**src/sv/ipu_pkg.sv**
```systemverilog
`timescale 1ns / 1ps
// ipu_pkg: shared constants, types and codes for the pixel replication upscaler.
// Used by ipu_seq and integer_pixel_replication_upscaler; depends on nothing.
package ipu_pkg;

	localparam int MAX_WIDTH = 2048;
	localparam int ADDR_W    = $clog2(MAX_WIDTH);
	localparam int FILL_W    = $clog2(MAX_WIDTH + 1);
	localparam int SCALE_W   = 7;
	localparam int WIDTH_W   = 12;
	localparam int PIX_W     = 24;
	localparam int PADDR_W   = 3;
	localparam int PDATA_W   = 32;

	localparam logic REG_SCALE = 1'b0;
	localparam logic REG_WIDTH = 1'b1;

	typedef enum logic [1:0] {
		KIND_PIXEL     = 2'd0,
		KIND_PAD       = 2'd1,
		KIND_NOT_READY = 2'd2
	} kind_t;

	typedef struct packed {
		logic              wr_en;
		logic [ADDR_W-1:0] wr_addr;
		logic              rd_en;
		logic [ADDR_W-1:0] rd_addr;
		kind_t             kind;
		logic              row_end;
		logic              line_done;
	} seq_ctl_t;

endpackage

```
**src/sv/ipu_seq.sv**
```systemverilog
`timescale 1ns / 1ps
// ipu_seq: fill / replication / padding sequencer of the upscaler.
// Holds the row counters and decides store access and result codes per beat; uses ipu_pkg.
module ipu_seq (
	input  logic                          clk,
	input  logic                          arst_n,
	input  logic                          accept,
	input  logic                          func,
	input  logic [ipu_pkg::SCALE_W-1:0]   scale,
	input  logic [ipu_pkg::WIDTH_W-1:0]   in_width,
	output ipu_pkg::seq_ctl_t             ctl
);

	logic [ipu_pkg::FILL_W-1:0]  fill_q, fill_d;
	logic [ipu_pkg::ADDR_W-1:0]  col_q, col_d;
	logic [ipu_pkg::SCALE_W-1:0] hrep_q, hrep_d;
	logic [ipu_pkg::SCALE_W-1:0] vrep_q, vrep_d;
	logic [1:0]                  pidx_q, pidx_d;
	logic                        inpad_q, inpad_d;

	logic [ipu_pkg::FILL_W-1:0]  eff_w;
	logic [ipu_pkg::SCALE_W-1:0] eff_s;
	logic [3:0]                  pad_prod;
	logic [2:0]                  pad;
	logic                        full;

	always_comb begin
		if (in_width == '0) begin
			eff_w = ipu_pkg::FILL_W'(1);
		end else if (in_width > ipu_pkg::WIDTH_W'(ipu_pkg::MAX_WIDTH)) begin
			eff_w = ipu_pkg::FILL_W'(ipu_pkg::MAX_WIDTH);
		end else begin
			eff_w = ipu_pkg::FILL_W'(in_width);
		end
		eff_s    = (scale == '0) ? ipu_pkg::SCALE_W'(1) : scale;
		pad_prod = eff_w[1:0] * eff_s[1:0];
		pad      = {1'b0, pad_prod[1:0]};
		full     = (fill_q >= eff_w);
	end

	always_comb begin
		fill_d  = fill_q;
		col_d   = col_q;
		hrep_d  = hrep_q;
		vrep_d  = vrep_q;
		pidx_d  = pidx_q;
		inpad_d = inpad_q;

		ctl           = '0;
		ctl.kind      = ipu_pkg::KIND_NOT_READY;
		ctl.wr_addr   = fill_q[ipu_pkg::ADDR_W-1:0];
		ctl.rd_addr   = col_q;

		if (accept) begin
			if (!func) begin
				if (!full) begin
					ctl.wr_en = 1'b1;
					fill_d    = fill_q + 1'b1;
				end
			end else if (full) begin
				if (inpad_q) begin
					ctl.kind = ipu_pkg::KIND_PAD;
					if ({1'b0, pidx_q} + 3'd1 >= pad) begin
						ctl.row_end = 1'b1;
					end else begin
						pidx_d = pidx_q + 2'd1;
					end
				end else begin
					ctl.kind  = ipu_pkg::KIND_PIXEL;
					ctl.rd_en = 1'b1;
					if ({1'b0, hrep_q} + 8'd1 < {1'b0, eff_s}) begin
						hrep_d = hrep_q + 1'b1;
					end else begin
						hrep_d = '0;
						if (ipu_pkg::FILL_W'(col_q) + 1'b1 < eff_w) begin
							col_d = col_q + 1'b1;
						end else if (pad == '0) begin
							ctl.row_end = 1'b1;
						end else begin
							inpad_d = 1'b1;
							pidx_d  = '0;
						end
					end
				end

				if (ctl.row_end) begin
					col_d   = '0;
					hrep_d  = '0;
					pidx_d  = '0;
					inpad_d = 1'b0;
					if ({1'b0, vrep_q} + 8'd1 >= {1'b0, eff_s}) begin
						ctl.line_done = 1'b1;
						vrep_d        = '0;
						fill_d        = '0;
					end else begin
						vrep_d = vrep_q + 1'b1;
					end
				end
			end
		end
	end

	always_ff @(posedge clk or negedge arst_n) begin
		if (!arst_n) begin
			fill_q  <= '0;
			col_q   <= '0;
			hrep_q  <= '0;
			vrep_q  <= '0;
			pidx_q  <= '0;
			inpad_q <= 1'b0;
		end else begin
			fill_q  <= fill_d;
			col_q   <= col_d;
			hrep_q  <= hrep_d;
			vrep_q  <= vrep_d;
			pidx_q  <= pidx_d;
			inpad_q <= inpad_d;
		end
	end

endmodule

```
**config.mk**
```make
export PLATFORM = sky130hd
export DESIGN_NAME = ipu_seq
export DESIGN_NICKNAME = d
export VERILOG_FILES = /design/src/sv/ipu_pkg.sv /design/src/sv/ipu_seq.sv
export SDC_FILE = /design/constraint.sdc
export NUM_CORES = 1
export LEC_CHECK = 0
export BUFFER_PORTS_ARGS = -buffer_cell sky130_fd_sc_hd__buf_2
export CORE_ASPECT_RATIO = 0.6
export CORE_UTILIZATION = 40
export DETAILED_ROUTE_END_ITERATION = 6
export PLACE_DENSITY = 0.69
export SLEW_MARGIN = 10
export SYNTH_ARGS = -nofsm -noshare
export SYNTH_HDL_FRONTEND = slang
export SYNTH_SLANG_ARGS = --single-unit
```
**constraint.sdc**
```tcl
create_clock -name clk -period 3.74 [get_ports clk]
set_input_delay 0.374 -clock clk [delete_from_list [all_inputs] [get_ports clk]]
set_output_delay 0.374 -clock clk [all_outputs]
set_load 0.01 [all_outputs]
```
# Word-level counts from Yosys, hierarchy flattened
# Index checks and enable logic that the tools add are counted.
[word_totals] ff_bits=40 input_bits=23 out_inout_bits=28 wordCells=89
[op_classes] addsub=9 mul=1 order_cmp=6 eq_ne=10 n_mux=47 n_reduce_logical=10
[op_table] cell="12-bit 2-to-1 mux" n=7
[op_table] cell="11-bit 2-to-1 mux" n=4
[op_table] cell="7-bit 2-to-1 mux" n=5
[op_table] cell="1-bit 2-to-1 mux" n=18
[op_table] cell="7-bit by 1-bit adder with 8-bit output (second input constant)" n=2
[op_table] cell="7-bit by 1-bit adder with 7-bit output (second input constant)" n=2
[op_table] cell="2-bit 2-to-1 mux" n=7
[op_table] cell="11-bit by 1-bit adder with 12-bit output (second input constant)" n=1
[op_table] cell="12-bit by 1-bit adder with 12-bit output (second input constant)" n=1
[op_table] cell="12-bit greater-or-equal comparator" n=1
[op_table] cell="12-bit > comparator (second input constant)" n=1
[op_table] cell="12-bit logical NOT" n=1
[op_table] cell="12-bit less-than comparator" n=1
[op_table] cell="4-bit 2-to-1 mux" n=3
[op_table] cell="3-bit by 2-bit != test with 1-bit output (second input constant)" n=4
[op_table] cell="11-bit by 1-bit adder with 11-bit output (second input constant)" n=1
[op_table] cell="2-bit by 1-bit != test with 1-bit output (second input constant)" n=5
[op_table] cell="3-bit 2-to-1 mux" n=3
[op_table] cell="8-bit by 7-bit greater-or-equal comparator with 1-bit output" n=1
[op_table] cell="8-bit by 7-bit less-than comparator with 1-bit output" n=1
[op_table] cell="4-bit AND reduction" n=2
[op_table] cell="7-bit logical NOT" n=1
[op_table] cell="7-bit AND reduction" n=1
[op_table] cell="6-bit AND reduction" n=1
[op_table] cell="9 further kinds" n=9

# Depth between registers and ports, before layout
# Gate-level depths: netlist (run 1).
[depth] ltp_word=16 mapped_depth=17 ltp_nobuf=16

# Least setup slack after synthesis (run 1)
# No wires, ideal clock.
[synth_path] kind="input to register" startpoint="input in_width[4] (netlist name)" endpoint="register fill_q[7] (netlist name)" setup_ps=104 t_arrival_ps=3282 path_slack_ps=354 stages=12 path_cell_list="nor4_1 -> nand3_1 -> a21boi_2 -> nor2_1 -> xor2_1 -> fa_1 -> o311a_1 -> a21oi_1 -> a31oi_4 -> or3_1 -> buf_6 -> o41ai_4"
[synth_between] elab_chain_cells=14 word_cells_on_any_way=22
[synth_rtl] element="start: declaration" line_no="ipu_seq.sv:10" source="input logic [ipu_pkg::WIDTH_W-1:0] in_width,"
[synth_rtl] element="12-bit > comparator" line_no="ipu_seq.sv:30" source="end else if (in_width > ipu_pkg::WIDTH_W'(ipu_pkg::MAX_WIDTH)) begin"
[synth_rtl] element="12-bit 2-to-1 mux" line_no="ipu_seq.sv:30"
[synth_rtl] element="12-bit 2-to-1 mux (*)" line_no="ipu_seq.sv:28" source="if (in_width == '0) begin"
[synth_rtl] element="2-bit by 2-bit multiplier with 2-bit output" line_no="ipu_seq.sv:36" source="pad_prod = eff_w[1:0] * eff_s[1:0];"
[synth_rtl] element="3-bit logical NOT" line_no="ipu_seq.sv:77" source="end else if (pad == '0) begin"
[synth_rtl] element="1-bit 2-to-1 mux" line_no="ipu_seq.sv:77"
[synth_rtl] element="1-bit 2-to-1 mux" line_no="ipu_seq.sv:75" source="if (ipu_pkg::FILL_W'(col_q) + 1'b1 < eff_w) begin"
[synth_rtl] element="1-bit 2-to-1 mux" line_no="ipu_seq.sv:71" source="if ({1'b0, hrep_q} + 8'd1 < {1'b0, eff_s}) begin"
[synth_rtl] element="2-bit 2-to-1 mux" line_no="ipu_seq.sv:61" source="if (inpad_q) begin"
[synth_rtl] element="3-bit 2-to-1 mux" line_no="ipu_seq.sv:60" source="end else if (full) begin"
[synth_rtl] element="3-bit 2-to-1 mux" line_no="ipu_seq.sv:55" source="if (!func) begin"
[synth_rtl] element="3-bit 2-to-1 mux" line_no="ipu_seq.sv:54" source="if (accept) begin"
[synth_rtl] element="2-bit by 1-bit != test with 1-bit output (no source line)"
[synth_rtl] element="5-bit AND reduction (no source line) (*)"
[synth_rtl] element="end signal: assignment" line_no="ipu_seq.sv:112" source="fill_q <= fill_d;"
[synth_rtl] element="end: declaration" line_no="ipu_seq.sv:14" source="logic [ipu_pkg::FILL_W-1:0] fill_q, fill_d;"
# Every way passes the cells marked *; elsewhere a longest branch is shown, timed or not. The select of a mux whose other input is x is not followed.
# A chain may end at the register's enable or synchronous reset.

==> results.md, run 1 <==
* Status: complete, no violations
* GRT Total Usage at 20.2%
* Drt first pass iters at 5
* CP peak stage delay at 0.48 ns
* Initial antenna violation count at 0
* CP Launch Type: input port
* TritonCTS buffer count at 5
* Syn. warnings at 0
* Minimum clock period at 3.63 ns
* Die width at 123 µm
* Register area share after synthesis at 28.7%
* Final Skew at 0.00696 ns
* Core area at 8160 µm²
* Yosys top cell by area: dfrtp_1
* Mapped Area at 3490 µm²
* Filler cells at 790
* Critical Path Sink: ctl[0]
* Syn-to-layout area delta at 15.5%
* Min-Delay Path Class: in2async
* Port bufs at 50
* First-pass GRT wire length at 14,000 µm
* Crit path max fanout at 4
* Hold Vio Cnt, Final at 0
* Vias in the first global route at 2,882
* Residual DRC at 0
* Pint at 1020 µW
* Total gr overflow at 0
* Clock share of power at 35.0%
* Seq pwr share at 35.7%
* Via density per instance at 5.67
* Final Setup Violations at 0
* Crit Path Class: in2out
* Crit path required time at 3.37 ns
* Fin crit share at 97.1%
* Setup tns final at 0 ns
* Post-Route WL at 8720 µm
* Full die area at 9120 µm²
* Starting Density at 42.8%
* Worst reg-to-reg setup slack at 0.33 ns
* Die height at 74.4 µm
* Sw Pwr at 496 µW
* Rows at 25
* Clock-pin slew on the worst setup and hold paths at 0.06 ns
* R2r endpoint: col_q[0]
* Via count at 3,120
* Final net count at 509
* CTS tree: built
* Mapped Nets at 459
* Root Buffer: clkbuf_16
* VDD IR-drop max at 0.248 mV
* Critical R2R Launch: col_q[3]
* Share of layout cells above drive strength 1 at 20.8%
* Max Buffers Root-to-Sink at 2
* Slew at the pin closest to its max-slew limit at 0.949 ns
* Worst-skew pair later-pin latency at 0.29 ns
* Cells on worst reg2reg path at 14
* DP HPWL at 6800 µm
* Most used cell, CP: buf_2
* Synth top area cells: dfrtp_1 (29%), ha_1 (16%), o21ai_0 (3.7%)
* Max Slew Vio Count at 0
* Slowest-stage cell, CP: fa_1
* Power Total at 1520 µW
* Routed Antenna Nets at 0
* Pwr dens at 376 nW/µm²
* Yosys cell types at 54
* Top delay family on crit path: simple AND/OR/NAND/NOR gates
* Crit. Startpoint: in_width[1]
* Critical-path cell list: buf_2, nor4_1, nand3_1, a21boi_2, nor2_1, xor2_1, fa_1, o311ai_0, a22o_2, and2_4, and3_1, buf_2
* CP endpoint kind: output pin
* Primary FF master, synth: dfrtp_1
* WL/cell at 15.9 µm
* Asr flop ratio synth at 100%
* Syn Inst Count at 391
* H-tree levels at 2
* Initial DRC count at 172
* WP buf/inv at 2
* Arr. time, crit path at 3.26 ns
* Gpl congestion at 0.898
* Syn avg cell area at 8.93 µm²
* Antenna diode count at 0
* Fmax achieved at 275 MHz
* Synth top area share at 28.7%
* Synth top cells by count: ha_1 (44), dfrtp_1 (40), nand2_1 (33)
* Leak Pwr at 0.00200 µW
* Number of synthesized flops with an enable pin at 0
* WP depth at 12
* Largest net degree at the start of global routing at 41
* Top Ports at 51
* Combinational power share at 29.3%
* Slew Limit Headroom at 36.7%
* Yosys reg bits at 40
* Maxcap violations at 0
* Sw Ratio at 32.7%
* Clk sinks at 40
* Count leader, synth: ha_1
## how the worst min path moves through the flow
stage	endpoint	slack, ns	depth (start not counted)
floorplan	col_q[0]	0.08	0
CTS	col_q[10]	0.27	1
finish	col_q[10]	0.23	1
detailed placement	vrep_q[1]	0.51	2
global placement	vrep_q[1]	0.49	2
global route	col_q[10]	0.31	1
## layout make-up
cell class | count | area [µm²] | area share [%]
clock buffer | 7 | 153 | 3.78
inverter | 22 | 83.8 | 2.08
timing repair buffer | 65 | 363 | 8.99
sequential | 40 | 1000 | 24.8
multi-input combinational | 307 | 2270 | 56.2
tap | 108 | 135 | 3.35
clock inverter | 1 | 30.0 | 0.744
## through the flow
stage | hold WS [ns] | worst slack, ns | util [%] | cells | cell area, µm²
global placement | 0.493 | 0.105 | 46.8 | 539 | 3820
floorplan | 0.0784 | 0.354 | - | 391 | 3490
global route | 0.311 | -0.0241 | 49.4 | 550 | 4040
finish | 0.228 | 0.107 | 49.4 | 550 | 4040
detailed placement | 0.512 | -0.0494 | 46.8 | 539 | 3820
CTS | 0.270 | 0.0714 | 49.0 | 547 | 4000
## logic make-up (layout without fill, tap and decap cells)
logic type,after synthesis,count (layout),share of synthesized area (%)
buffers and inverters,44,95,6.63
and+or+nand+nor,139,139,20.7
AOI/OAI and AO/OA,101,101,22.0
muxes,2,2,0.645
xor gates and xnor gates,20,20,5.02
adders and majority gates,45,45,16.3
DFF,40,40,28.7
## per-layer routing
layer	part of all wire [%]	GRT usage, %
met1	52	28.6
met2	42	31.5
met3	5.5	4.68
met4	0.55	4.20
met5	0	0
## flip-flops by register name, summed over array words and instances (netlist names)
| signal | cells |
|---|---|
| fill_q | 12 |
| hrep_q | 7 |
| col_q | 11 |
| vrep_q | 7 |
| inpad_q | 1 |
| pidx_q | 2 |
## what timing repair did
action / CTS / global route
setup buffers: 0 / 3
hold buffers: 0 / 0
setup endpoints to repair: 0 / 6
gates resized for setup: 0 / 4
## cells in the final DEF (no fill, tap or decap), types with 3 or more instances in the layout
cell and n:
xnor2_1 13, nor2b_1 4, ha_1 44, a31oi_1 4, or3_1 8, nand4_1 8
and3_1 9, a22o_1 12, buf_2 50, a21oi_1 11, nor2_1 21, dfrtp_1 40
nand2_1 33, nor3_1 3, o31ai_1 17, clkbuf_16 5, xor2_1 7, o21ai_0 25
buf_4 15, o21a_1 3, nand2b_1 11, a211o_1 3, inv_1 21, nand3_1 25
and2_1 7, a21o_1 5
## power by group through the flow
stage	clock network [µW]	registers [µW]	logic (µW)
6_report	531	542	445
5_1_grt	551	552	508
4_1_cts	533	540	451
3_5_place_dp	0	547	447
3_3_place_gp	0	545	428
2_1_floorplan	0	525	322
## worst register-to-register path, cell delays in order (launching register included)
cell and delay [ns]:
dfrtp_1 0.38, nand3_1 0.12, nor2_2 0.19, buf_4 0.14, nand4_1 0.10, xnor2_1 0.18
ha_1 0.32, nand4_1 0.12, a211oi_1 0.26, o311ai_1 0.17, nand3_1 0.16, a22o_2 0.21
nand4_1 0.26, and2_1 0.34, mux2_1 0.34
No activity file was read; power rests on OpenSTA's default activity.
==> inputs of run 2 (changes only) <==
Clock period 3.74 ns to 4.24 ns, I/O delays scaled along.
==> results.md, run 2 (same netlist as run 1, synthesis figures left out) <==
* GRT Total Usage at 20.7% (+0.50 points)
* Minimum clock period at 4.02 ns
* Cells on worst reg2reg path at 14 (unchanged)
* Crit path max fanout at 7 (+3)
* Final net count at 497 (-2.4%)
* Clk sinks at 40 (unchanged)
* Critical-path cell list: nand3_1, nor2_1, nand4_1, nor2_1, xor2_1, ha_1, a211oi_1, o21ai_0, o2111ai_1, nand3_1, a22o_2, and2_4, and3_1, buf_2
* Share of layout cells above drive strength 1 at 17.7% (-3.1 points)
* Final Setup Violations at 0 (unchanged)
* Crit Path Class: reg2out
* Pwr dens at 321 nW/µm² (-15%)
* DP HPWL at 6980 µm (+2.6%)
* CP peak stage delay at 0.45 ns (-0.03 ns)
* Max Slew Vio Count at 0 (unchanged)
* CP endpoint kind: output pin
* Routed Antenna Nets at 0 (unchanged)
* Arr. time, crit path at 3.60 ns (+0.34 ns)
* Antenna diode count at 0 (unchanged)
* Final Skew at 0.00463 ns (-0.00233 ns)
* Most frequent cells in the layout: buf_2 (50), ha_1 (44), dfrtp_1 (39), nand2_1 (33), o21ai_0 (26)
* WP depth at 14 (+2)
* Total gr overflow at 0 (unchanged)
* Fin crit share at 94.8%
* CTS tree: built
* Max Buffers Root-to-Sink at 2 (unchanged)
* Slowest-stage cell, CP: dfrtp_2
* WL/cell at 16.2 µm (+2.4%)
* Initial DRC count at 168 (-2.3%)
* Crit path required time at 3.82 ns (+0.45 ns)
* Full die area at 9120 µm² (unchanged)
* Setup tns final at 0 ns (unchanged)
* Hold Vio Cnt, Final at 0 (unchanged)
* Starting Density at 42.8% (unchanged)
* Slew Limit Headroom at 38.8% (+2.1 points)
* Crit. Startpoint: col_q[2]
* Top flop regs: fill_q x12, col_q x11
* Clock-pin slew on the worst setup and hold paths at 0.06 ns (about the same)
* Top Ports at 51 (unchanged)
* Final core occ at 47.8% (-1.7 points)
* Status: complete, no violations
* Min-Delay Path Class: in2async
* TritonCTS buffer count at 5 (unchanged)
* Fmax achieved at 249 MHz
* Number of flip-flops in the largest register at 12 (unchanged)
* Critical R2R Launch: col_q[2]
* H-tree levels at 2 (unchanged)
* WP buf/inv at 1 (-1)
* Cts hold-fix bufs at 0 (unchanged)
* Port bufs at 50 (unchanged)
* First-pass GRT wire length at 14,500 µm (+4.1%)
* Largest reg by FF count: fill_q
* Slew at the pin closest to its max-slew limit at 0.918 ns (-0.0315 ns)
* Vias in the first global route at 2,973 (+3.2%)
* Via density per instance at 5.65 (-0.33%)
* Gpl congestion at 0.866 (-3.6%)
* Post-Route WL at 8740 µm (+0.19%)
* RSZ-0062 raised after global routing: no
* CP Launch Type: flip-flop
* Drt first pass iters at 6 (+1)
* Leak Pwr at 0.00192 µW (-4.1%)
* Root Buffer: clkbuf_16
* Syn-to-layout area delta at 11.7%
* Core area at 8160 µm² (unchanged)
* Worst-skew pair later-pin latency at 0.29 ns (about the same)
* Commonest non-fill, non-tap cell in the layout: buf_2
* Via count at 3,042 (-2.5%)
* Residual DRC at 0 (unchanged)
* Die width at 123 µm (unchanged)
* Maxcap violations at 0 (unchanged)
* Top delay family on crit path: simple AND/OR/NAND/NOR gates
* Die height at 74.4 µm (unchanged)
* Largest net degree at the start of global routing at 41 (unchanged)
* Filler cells at 758 (-4.1%)
* Initial antenna violation count at 0 (unchanged)
* VDD IR-drop max at 0.203 mV (-18%)
* Rows at 25 (unchanged)
run 2: changes by cell type in the layout (fill, tap and decap cells not counted), moves of 2 or more:
cell and change:
nor2_2 -2, buf_4 -12, clkbuf_1 +2, nor2_1 +2
run 2: area by class of cell:
type                       count  area, µm²  share of cell area [%]
clock buffer                   8        146                    3.75
inverter                      22       83.8                    2.15
multi-input combinational    307       2260                    57.9
sequential                    40       1000                    25.7
tap                          108        135                    3.46
timing repair buffer          53        273                    6.99
run 2: worst paths after layout:
kind,end,slack [ns]
worst max-delay path,ctl[0],0.22
worst min-delay path,col_q[8],0.27
worst max register to register,fill_q[7],0.49
worst min register to register,vrep_q[5],0.54
max in group asynchronous,col_q[2],3.34
min in group clk,vrep_q[5],0.54
run 2: repair_timing:
action | 4_1_cts | 5_1_grt
setup endpoints to repair | 0 | 2
resized for setup | 0 | 1
setup buffers | 0 | 0
run 2: worst reg2reg max path, delay by kind of cell (launching register included):
kind            cells  cell delay [ns]
fa+ha+maj           1             0.21
simple gates        7             1.63
flops               1             0.45
xor+xnor            1             0.24
compound gates      5             1.13
run 2: metal layers:
metal / vias to the layer above / track usage [%] / part of all wire, % / routed length (µm)
met5: - / 0 / 0 / 0
li1: 1508 / - / - / -
met4: 0 / 4.74 / 0.97 / 85
met1: 1449 / 29.4 / 51 / 4500
met3: 9 / 4.91 / 5.0 / 436
met2: 76 / 31.9 / 43 / 3720
run 2: per-stage QoR:
step / instances / instance area (µm²) / power, µW / hold slack (ns) / setup slack (ns)
after floorplan: 391 / 3490 / 747 / 0.128 / 0.804
after global placement: 530 / 3750 / 849 / 0.497 / 0.448
after detailed placement: 530 / 3750 / 871 / 0.522 / 0.244
after CTS: 538 / 3900 / 1260 / 0.313 / 0.125
after global routing: 538 / 3900 / 1340 / 0.346 / 0.00211
final: 538 / 3900 / 1250 / 0.267 / 0.219
run 2: where the power goes:
part | switching [µW] | internal (µW) | total, µW
Clock | 147 | 235 | 381
Sequential | 67.9 | 417 | 485
Combinational | 218 | 167 | 385
Total | 433 | 818 | 1250
==> inputs of run 3 (changes only) <==
Settings changed: PLACE_DENSITY 0.69 to 0.72, RECOVER_POWER from default to 50.
Clock period 4.24 ns to 3.25 ns, I/O delays scaled along.
==> results.md, run 3 (same netlist as run 1, synthesis figures left out) <==
* Pwr dens at 390 nW/µm² (+22%)
* Most frequent cells in the layout: buf_4 (61), buf_2 (43), ha_1 (42), dfrtp_1 (39), nand2_1 (32)
* DP HPWL at 7520 µm (+7.7%)
* Final Setup Violations at 2 (+2)
* Antenna diode count at 0 (unchanged)
* Final net count at 562 (+13%)
* Final Skew at 0.00661 ns (+0.00198 ns)
* CP peak stage delay at 0.36 ns (-0.09 ns)
* Minimum clock period at 3.27 ns
* Worst setup margin at -0.0218 ns (-0.241 ns)
* Post-Route WL at 9900 µm (+13%)
* Maxcap violations at 1 (+1)
* Max Slew Vio Count at 41 (+41)
* Share of layout cells above drive strength 1 at 34.5% (+17 points)
* Slowest-stage cell, CP: dfrtp_1
* Number of flip-flops in the largest register at 12 (unchanged)
* H-tree levels at 2 (unchanged)
* Via count at 3,333 (+9.6%)
* Residual DRC at 0 (unchanged)
* Largest reg by FF count: fill_q
* Clock-pin slew on the worst setup and hold paths at 0.06 ns (about the same)
* Slew Limit Headroom at -50.1% (-89 points)
* Starting Density at 42.8% (unchanged)
* Root Buffer: clkbuf_16
* Status: finished, violations left
* TritonCTS buffer count at 5 (unchanged)
* CP Launch Type: flip-flop
* First-pass GRT wire length at 16,000 µm (+9.8%)
* Failing checks: max-capacitance violations, max-slew violations, negative setup slack
* Fmax achieved at 306 MHz
* Drt first pass iters at 4 (-2)
* Initial antenna violation count at 0 (unchanged)
* Die height at 74.4 µm (unchanged)
* Slew at the pin closest to its max-slew limit at 2.25 ns (+1.33 ns)
* Arr. time, crit path at 2.95 ns (-0.65 ns)
* Commonest non-fill, non-tap cell in the layout: buf_4
* Total gr overflow at 0 (unchanged)
* Finished Layout Cells at 603 (+12%)
* Vias in the first global route at 3,185 (+7.1%)
* Cts hold-fix bufs at 0 (unchanged)
* Port bufs at 50 (unchanged)
* Placed insts at 583 (+10%)
* Top flop regs: fill_q x12, col_q x11
* Largest net degree at the start of global routing at 41 (unchanged)
* Core area at 8160 µm² (unchanged)
* Top Ports at 51 (unchanged)
* Crit path required time at 2.92 ns (-0.90 ns)
* Min-Delay Path Class: in2reg
* RSZ-0062 raised after global routing: yes
* VDD IR-drop max at 0.313 mV (+55%)
* GRT Total Usage at 22.8% (+2.1 points)
* Leak Pwr at 0.00229 µW (+19%)
* CP endpoint kind: output pin
* Max Buffers Root-to-Sink at 2 (unchanged)
* Gpl congestion at 0.840 (-3.0%)
* Crit path max fanout at 3 (-4)
* Syn-to-layout area delta at 33.9%
* Worst-skew pair later-pin latency at 0.29 ns (about the same)
* Clk sinks at 40 (unchanged)
* Power Total at 1820 µW (+46%)
* Rows at 25 (unchanged)
* Die width at 123 µm (unchanged)
* Most used cell, CP: nand3_2
* Full die area at 9120 µm² (unchanged)
* Critical-path cell list: nand3_2, nor2_4, buf_4, nand4_1, xnor2_2, ha_1, o21a_1, o2111ai_2, nand3_2, a22o_4, and2_4, and3_4, buf_6
* Fin crit share at 101%
* Crit Path Class: reg2out
* CTS tree: built
* Hold Vio Cnt, Final at 0 (unchanged)
* Via density per instance at 5.53 (-2.2%)
* Initial DRC count at 164 (-2.4%)
* WL/cell at 16.4 µm (+1.1%)
* Routed Antenna Nets at 0 (unchanged)
run 3: cell types whose count changed in the layout (fill, tap and decap cells not counted), sizes merged:
| cell | delta |
|---|---|
| clkinv | +1 |
| bufinv | +1 |
| or3 | +1 |
| clkbuf | +3 |
| buf | +59 |
run 3: stage by stage:
| step | TNS (ns) | setup WS, ns | hold WS (ns) | cell area (µm²) | utilization [%] |
|---|---|---|---|---|---|
| 2_1_floorplan | 0 | 0.00113 | 0.0294 | 3510 | - |
| 3_5_place_dp | -8.57 | -0.459 | 0.496 | 4190 | 51.3 |
| 5_1_grt | -0.843 | -0.198 | 0.496 | 4680 | 57.3 |
| 4_1_cts | -0.00796 | -0.00796 | 0.209 | 4520 | 55.3 |
| 6_report | -0.0335 | -0.0218 | 0.467 | 4680 | 57.3 |
| 3_3_place_gp | -4.84 | -0.355 | 0.492 | 4190 | 51.3 |
run 3: critical path: cells and delay by family, from the launching register on:
| family | cells | cell delay, ns |
|---|---|---|
| flip-flops | 1 | 0.36 |
| AND/OR/NAND/NOR | 6 | 0.86 |
| XOR/XNOR | 1 | 0.23 |
| buffers and inverters | 2 | 0.24 |
| AO/OA/AOI/OAI | 3 | 0.70 |
| adder cells (fa/ha/maj) | 1 | 0.28 |
run 3: final timing paths:
check,startpoint,depth (start not counted),end,slack [ns]
max,col_q[3],13,ctl[0],-0.02
min,func,2,fill_q[1],0.47
max reg2reg,col_q[3],16,fill_q[7],0.11
min reg2reg,vrep_q[1],2,vrep_q[1],0.52
max in group asynchronous,arst_n,1,hrep_q[0],1.10
min in group asynchronous,arst_n,1,col_q[8],0.70
run 3: power breakdown:
part	internal, µW	switching [µW]	leakage, µW
sequential	544	72.1	0.000543
combinational	298	349	0.00167
clock	361	199	0.0000808
run 3: layout make-up:
cell class	instances	area [µm²]
Multi-Input combinational cell	308	2490
Clock buffer	6	129
Fill cell	685	3490
Sequential cell	40	1000
Clock inverter	2	35.0
Inverter	22	83.8
Tap cell	108	135
Timing Repair Buffer	117	803
run 3: timing repair:
action	4_1_cts	5_1_grt
endpoints found under the setup margin	18	24
setup buffers	8	5
pin swaps	15	23
gates resized for setup	20	33
gates cloned	0	1
run 3: layer usage:
metal | share of wire [%] | vias to the layer above | GRT usage (%) | wire length [µm]
li1 | - | 1646 | - | -
met1 | 48 | 1600 | 32.5 | 4760
met2 | 46 | 79 | 36.1 | 4530
met3 | 5.3 | 8 | 3.91 | 526
met4 | 0.83 | 0 | 5.56 | 82
met5 | 0 | - | 0 | 0
